--- config.mk ---
export PLATFORM = sky130hd
export DESIGN_NAME = sdfd_cfg
export DESIGN_NICKNAME = d
export VERILOG_FILES = /design/src/hdl/stereo_damped_feedback_delay_unit_defines.svh /design/src/hdl/sdfd_pkg.sv /design/src/hdl/sdfd_cfg.sv
export SDC_FILE = /design/constraint.sdc
export NUM_CORES = 1
export LEC_CHECK = 0
export ABC_CLOCK_PERIOD_IN_PS = 1200
export BUFFER_PORTS_ARGS = -buffer_cell sky130_fd_sc_hd__clkbuf_2
export CORE_MARGIN = 1.5
export CORE_UTILIZATION = 36
export DETAILED_ROUTE_END_ITERATION = 10
export HOLD_SLACK_MARGIN = 0.08
export PLACE_DENSITY = 0.71
export SLEW_MARGIN = 40
export SYNTH_ARGS = -nofsm -noshare
export SYNTH_HDL_FRONTEND = slang
export SYNTH_SLANG_ARGS = --single-unit
--- constraint.sdc ---
create_clock -name clk -period 1.2 [get_ports clk]
set_clock_uncertainty 0.2 [all_clocks]
set_input_delay 0.12 -clock clk [delete_from_list [all_inputs] [get_ports clk]]
set_output_delay 0.12 -clock clk [all_outputs]
set_load 0.02 [all_outputs]
--- src/hdl/stereo_damped_feedback_delay_unit_defines.svh ---
`ifndef STEREO_DAMPED_FEEDBACK_DELAY_UNIT_DEFINES_SVH
`define STEREO_DAMPED_FEEDBACK_DELAY_UNIT_DEFINES_SVH

`ifndef ASSERT_OFF
`define SDFD_ASSERT_IMP(lbl, clk, rst, ante, cons, msg) \
  lbl: assert property (@(posedge clk) disable iff (rst) (ante) |-> (cons)) else $error(msg);
`define SDFD_ASSERT_NXT(lbl, clk, rst, ante, cons, msg) \
  lbl: assert property (@(posedge clk) disable iff (rst) (ante) |=> (cons)) else $error(msg);
`else
`define SDFD_ASSERT_IMP(lbl, clk, rst, ante, cons, msg)
`define SDFD_ASSERT_NXT(lbl, clk, rst, ante, cons, msg)
`endif

`endif

--- src/hdl/sdfd_pkg.sv ---
package sdfd_pkg;

  localparam int SAMPLE_BITS = 24;
  localparam int DELAY_DEPTH_DEFAULT = 131072;
  localparam int CHANNELS_DEFAULT = 2;

  localparam int DELAY_W = 25;
  localparam int GAIN_W = 16;
  localparam int MIX_W = 17;
  localparam int PADDR_W = 4;
  localparam int PDATA_W = 32;

  localparam logic [DELAY_W-1:0] DELAY_RESET = 25'd1228800;

  localparam logic signed [31:0] SAMPLE_MAX = 32'sd8388607;
  localparam logic signed [31:0] SAMPLE_MIN = -32'sd8388608;

  typedef enum logic [1:0] {
    REG_DELAY_LEFT  = 2'd0,
    REG_DELAY_RIGHT = 2'd1,
    REG_FEEDBACK    = 2'd2,
    REG_MIX         = 2'd3
  } reg_index_t;

  typedef struct packed {
    logic signed [SAMPLE_BITS-1:0] sample_in;
    logic                          channel;
  } in_word_t;

  typedef struct packed {
    logic signed [SAMPLE_BITS-1:0] sample_out;
    logic                          channel_out;
  } out_word_t;

  typedef struct packed {
    logic [DELAY_W-1:0] delay_left;
    logic [DELAY_W-1:0] delay_right;
    logic [GAIN_W-1:0]  feedback_gain;
    logic [MIX_W-1:0]   mix_amount;
  } cfg_t;

  function automatic logic signed [SAMPLE_BITS-1:0] sat_sample(input logic signed [31:0] v);
    logic signed [SAMPLE_BITS-1:0] r;
    if (v > SAMPLE_MAX) begin
      r = SAMPLE_MAX[SAMPLE_BITS-1:0];
    end else if (v < SAMPLE_MIN) begin
      r = SAMPLE_MIN[SAMPLE_BITS-1:0];
    end else begin
      r = v[SAMPLE_BITS-1:0];
    end
    return r;
  endfunction

endpackage

--- src/hdl/sdfd_cfg.sv ---
module sdfd_cfg
  import sdfd_pkg::*;
(
  input  logic               clk,
  input  logic               rst,
  input  logic               psel,
  input  logic               penable,
  input  logic               pwrite,
  input  logic [PADDR_W-1:0] paddr,
  input  logic [PDATA_W-1:0] pwdata,
  output logic [PDATA_W-1:0] prdata,
  output logic               pready,
  output cfg_t               cfg
);

  logic       wr_en;
  reg_index_t sel;

  assign pready = 1'b1;
  assign wr_en  = psel && penable && pwrite;
  assign sel    = reg_index_t'(paddr[PADDR_W-1:2]);

  always_ff @(posedge clk) begin
    if (rst) begin
      cfg.delay_left    <= DELAY_RESET;
      cfg.delay_right   <= DELAY_RESET;
      cfg.feedback_gain <= '0;
      cfg.mix_amount    <= '0;
    end else if (wr_en) begin
      case (sel)
        REG_DELAY_LEFT:  cfg.delay_left    <= pwdata[DELAY_W-1:0];
        REG_DELAY_RIGHT: cfg.delay_right   <= pwdata[DELAY_W-1:0];
        REG_FEEDBACK:    cfg.feedback_gain <= pwdata[GAIN_W-1:0];
        REG_MIX:         cfg.mix_amount    <= pwdata[MIX_W-1:0];
        default: ;
      endcase
    end
  end

  always_comb begin
    case (sel)
      REG_DELAY_LEFT:  prdata = PDATA_W'(cfg.delay_left);
      REG_DELAY_RIGHT: prdata = PDATA_W'(cfg.delay_right);
      REG_FEEDBACK:    prdata = PDATA_W'(cfg.feedback_gain);
      REG_MIX:         prdata = PDATA_W'(cfg.mix_amount);
      default:         prdata = '0;
    endcase
  end

endmodule

==> results.md <==
### Place
- 8190 um — hpwl dp
- 5480 sq um — Placed Instance Area
- 0.773 — placer's final routability congestion estimate
- 715 — total placed cells including tap cells
- 139 — input/output buffers

### Drt
- 0 — Antenna Violating Nets Remaining
- 19.1 um — average routed wire per standard cell
- 0 — number of design rule violations left after detail routing
- 4.93 — Via-to-Cell Ratio
- 157 — starting DRC count in detailed routing
- 4 — number of iterations in the first detailed-routing pass
- 4012 — routed vias
- 15600 um — post-detailed-routing wire length

### Power and ir drop
- 734 nW/um^2 — total power per unit cell area
- 3.54 nW — LEAKAGE
- 5.72 mW — power after layout
- 4.13 mW — cell-internal power
- 0.278 — switching part of the total
- 0.000499 V — maximum vdd drop
- 1.59 mW — power spent charging and discharging nets
- 0.168 — proportion of power drawn by combinational gates
- 0.493 — proportion of power drawn by flip-flops and latches
- 0.340 — Clk network pwr share

### Global route
- 0 — global-route congestion overflow total
- 59 — largest net degree at the start of global routing
- 0.246 — combined global-route utilization of all metal layers
- 4159 — via count of the first global-routing pass
- 21700 um — global-route wire length before repair
- 0 — number of antenna violations at the first check in global routing

### Finish
- 0.623 — ratio of cells with drive above 1 in the final layout
- cfg: 83 flops — largest registers
- 97.1% — area delta synth->final
- cfg — register with the highest flop count
- 709 — Layout Nets
- 0 — number of antenna cells inserted
- 83 — Largest register FFs
- 7800 sq um — cell area after layout
- 813 — filler-free cell count of the finished design

### Run status
- finished with violations — outcome
- negative setup slack — failing checks

### Logic synthesis
- 0.420 — area share of the leading cell type in the synthesized netlist
- 3960 sq um — Post-Synthesis Cell Area
- 10.5 sq um — synthesized area divided by synthesized cell count
- sky130_fd_sc_hd__dfxtp_1 — cell taking the most area after synthesis
- sky130_fd_sc_hd__dfxtp_1 42%, sky130_fd_sc_hd__mux2i_1 19%, sky130_fd_sc_hd__nand2b_1 13% — top area cells in the synthesized netlist
- 0.420 — portion of the post-synthesis area used by sequential elements
- 83 — flip-flop and latch count after synthesis
- 376 — cell count after synthesis
- 20 — count of distinct cell types in the synthesized netlist
- 0 — number of warning messages in the yosys log

### CTS
- 83 — total clock sinks
- 0.10 ns — clock transition at the registers of the reported paths
- 0.35 ns — clock insertion delay at the later pin of the skew report
- sky130_fd_sc_hd__clkbuf_8 — Clock Root Buffer
- 9 — CTS Buf Count
- 2 — number of buffers between clock root and the deepest sink
- built — CTS tree
- 3 — deepest level of the CTS H-tree

### Floorplanning
- 108 um — die width
- 38 — Site Rows
- 0.367 — initial cell density of the core
- 108 um — die span in y
- 11600 sq um — Die Outline Area
- 157 — I/O pins
- 10800 sq um — core area

### STA
- 1.69 ns — Final Critical Period
- -0.490 ns — smallest setup slack after layout
- 106 — count of final setup violators
- 1.41 — share of the clock period used by the worst path
- 0 — hold violation total from the final report
- 0 — Pins Over Slew Limit
- 592 MHz — top achievable clock speed
- true — setup repair after global routing missed its margin

### Setup path
- prdata[3] — destination of the critical timing path
- 0.88 ns — Critical Path RT
- 1.37 ns — Arr. time, crit path
- cfg[3]$_SDFFE_PP0P_ — Worst Setup SP
- cfg[75]$_SDFFE_PP1P_ — endpoint of the most critical register-to-register path
- reg2out — critical setup path kind
- 5 — number of cells on the worst reg-to-reg path
- output port — endpoint class of the critical path
- cfg[75]$_SDFFE_PP1P_ — launch instance of the worst register-to-register path
- 2 — largest fanout on the critical path
- register — CP Launch Type
- 0.03 ns — register-to-register path setup slack

### Hold path
- in2reg — classification of the worst-slack hold path
- 5 — number of cells on the worst hold path

### Run
- 0 — # Max-Cap Violations

## routing by layer
layer	global-route usage	vias up	part of all wire
met3	0.0521	32	0.045
met1	0.270	1999	0.37
li1	-	1847	-
met5	0	-	0
met4	0.0836	0	0.026
met2	0.466	134	0.55
## synthesized netlist by cell type
master / count
sky130_fd_sc_hd__o21ai_0: 35
sky130_fd_sc_hd__conb_1: 2
sky130_fd_sc_hd__nand3_2: 1
sky130_fd_sc_hd__nor2b_1: 17
sky130_fd_sc_hd__buf_6: 6
sky130_fd_sc_hd__nor3b_2: 1
sky130_fd_sc_hd__or2_1: 1
sky130_fd_sc_hd__clkbuf_1: 16
sky130_fd_sc_hd__nand3_1: 1
sky130_fd_sc_hd__buf_4: 11
sky130_fd_sc_hd__mux2i_1: 75
sky130_fd_sc_hd__dfxtp_1: 83
sky130_fd_sc_hd__or3_1: 1
sky130_fd_sc_hd__nand2_1: 1
sky130_fd_sc_hd__nor2_1: 20
sky130_fd_sc_hd__nor3_4: 1
sky130_fd_sc_hd__mux4_2: 16
sky130_fd_sc_hd__buf_2: 5
sky130_fd_sc_hd__or3b_1: 2
sky130_fd_sc_hd__nand2b_1: 81
## critical path, stage by stage (launching register included)
cell	delay, ns
sky130_fd_sc_hd__dfxtp_2	0.34
sky130_fd_sc_hd__mux4_2	0.51
sky130_fd_sc_hd__buf_6	0.16
## stage by stage
stage               worst slack, ns  setup TNS, ns   util  hold WS, ns
floorplan                   -0.0641          -2.04      -       0.0830
global placement             -0.304         -25.42  0.508        0.186
detailed placement           -0.324         -26.72  0.508        0.198
CTS                          -0.492         -15.55  0.682       0.0855
global route                 -0.517         -16.87  0.723        0.139
finish                       -0.490         -12.83  0.723        0.125
## layout make-up
cell class                      instances  area [sq um]
Clock buffer                           10           138
Clock inverter                          6          50.0
Fill cell                             725          2990
Multi-Input combinational cell        261          2140
Sequential cell                        83          1770
Tap cell                              140           175
Timing Repair Buffer                  313          3530
## power by group through the flow
stage	combinational [mW]	sequential [mW]	clock, mW
6_report	0.960	2.82	1.94
5_1_grt	1.01	2.82	2.11
4_1_cts	0.851	2.82	1.97
3_5_place_dp	0.666	2.88	0
3_3_place_gp	0.651	2.87	0
2_1_floorplan	0.370	2.92	0
## kinds of logic (layout without fill, tap and decap cells)
logic type             Yosys count  count (layout)  share of synthesized area
AND/OR/NAND/NOR                127             127                      0.194
multiplexers                    91              91                      0.281
flip-flops                      83              83                      0.420
buffers and inverters           38             329                     0.0595
AO/OA/AOI/OAI                   35              35                     0.0443
other                            2               8                    0.00190
## placed cells by master (no fill, tap or decap), types with 2 or more instances in the layout
cell / synthesis / layout
sky130_fd_sc_hd__buf_12: 0 / 8
sky130_fd_sc_hd__buf_4: 11 / 55
sky130_fd_sc_hd__buf_6: 6 / 97
sky130_fd_sc_hd__buf_8: 0 / 83
sky130_fd_sc_hd__clkbuf_16: 0 / 2
sky130_fd_sc_hd__clkbuf_2: 0 / 29
sky130_fd_sc_hd__clkbuf_4: 0 / 2
sky130_fd_sc_hd__clkbuf_8: 0 / 19
sky130_fd_sc_hd__clkinv_4: 0 / 3
sky130_fd_sc_hd__clkinvlp_4: 0 / 2
sky130_fd_sc_hd__conb_1: 2 / 8
sky130_fd_sc_hd__dfxtp_2: 0 / 82
sky130_fd_sc_hd__dlygate4sd3_1: 0 / 27
sky130_fd_sc_hd__mux2i_1: 75 / 68
sky130_fd_sc_hd__mux2i_2: 0 / 7
sky130_fd_sc_hd__mux4_2: 16 / 16
sky130_fd_sc_hd__nand2b_1: 81 / 81
sky130_fd_sc_hd__nor2_1: 20 / 12
sky130_fd_sc_hd__nor2_2: 0 / 8
sky130_fd_sc_hd__nor2b_1: 17 / 17
sky130_fd_sc_hd__o21ai_0: 35 / 33
sky130_fd_sc_hd__or3b_1: 2 / 2
## repair_timing
action,CTS,global route
cloned,0,2
gates resized for setup,293,195
buffers inserted,38,69
endpoints found under the setup margin,108,115
pin swaps,0,2
endpoints found under the hold margin,83,0
hold buffers,28,0
## worst min-delay path by stage
stage,startpoint,endpoint,slack (ns)
global placement,pwdata[17],cfg[75]$_SDFFE_PP1P_,0.19
detailed placement,pwdata[17],cfg[50]$_SDFFE_PP1P_,0.20
CTS,rst,cfg[73]$_SDFFE_PP1P_,0.09
finish,penable,cfg[2]$_SDFFE_PP0P_,0.12
floorplan,pwdata[15],cfg[32]$_SDFFE_PP0P_,0.08
global route,penable,cfg[3]$_SDFFE_PP0P_,0.14
Note: power is estimated with default switching activity, not from simulation.
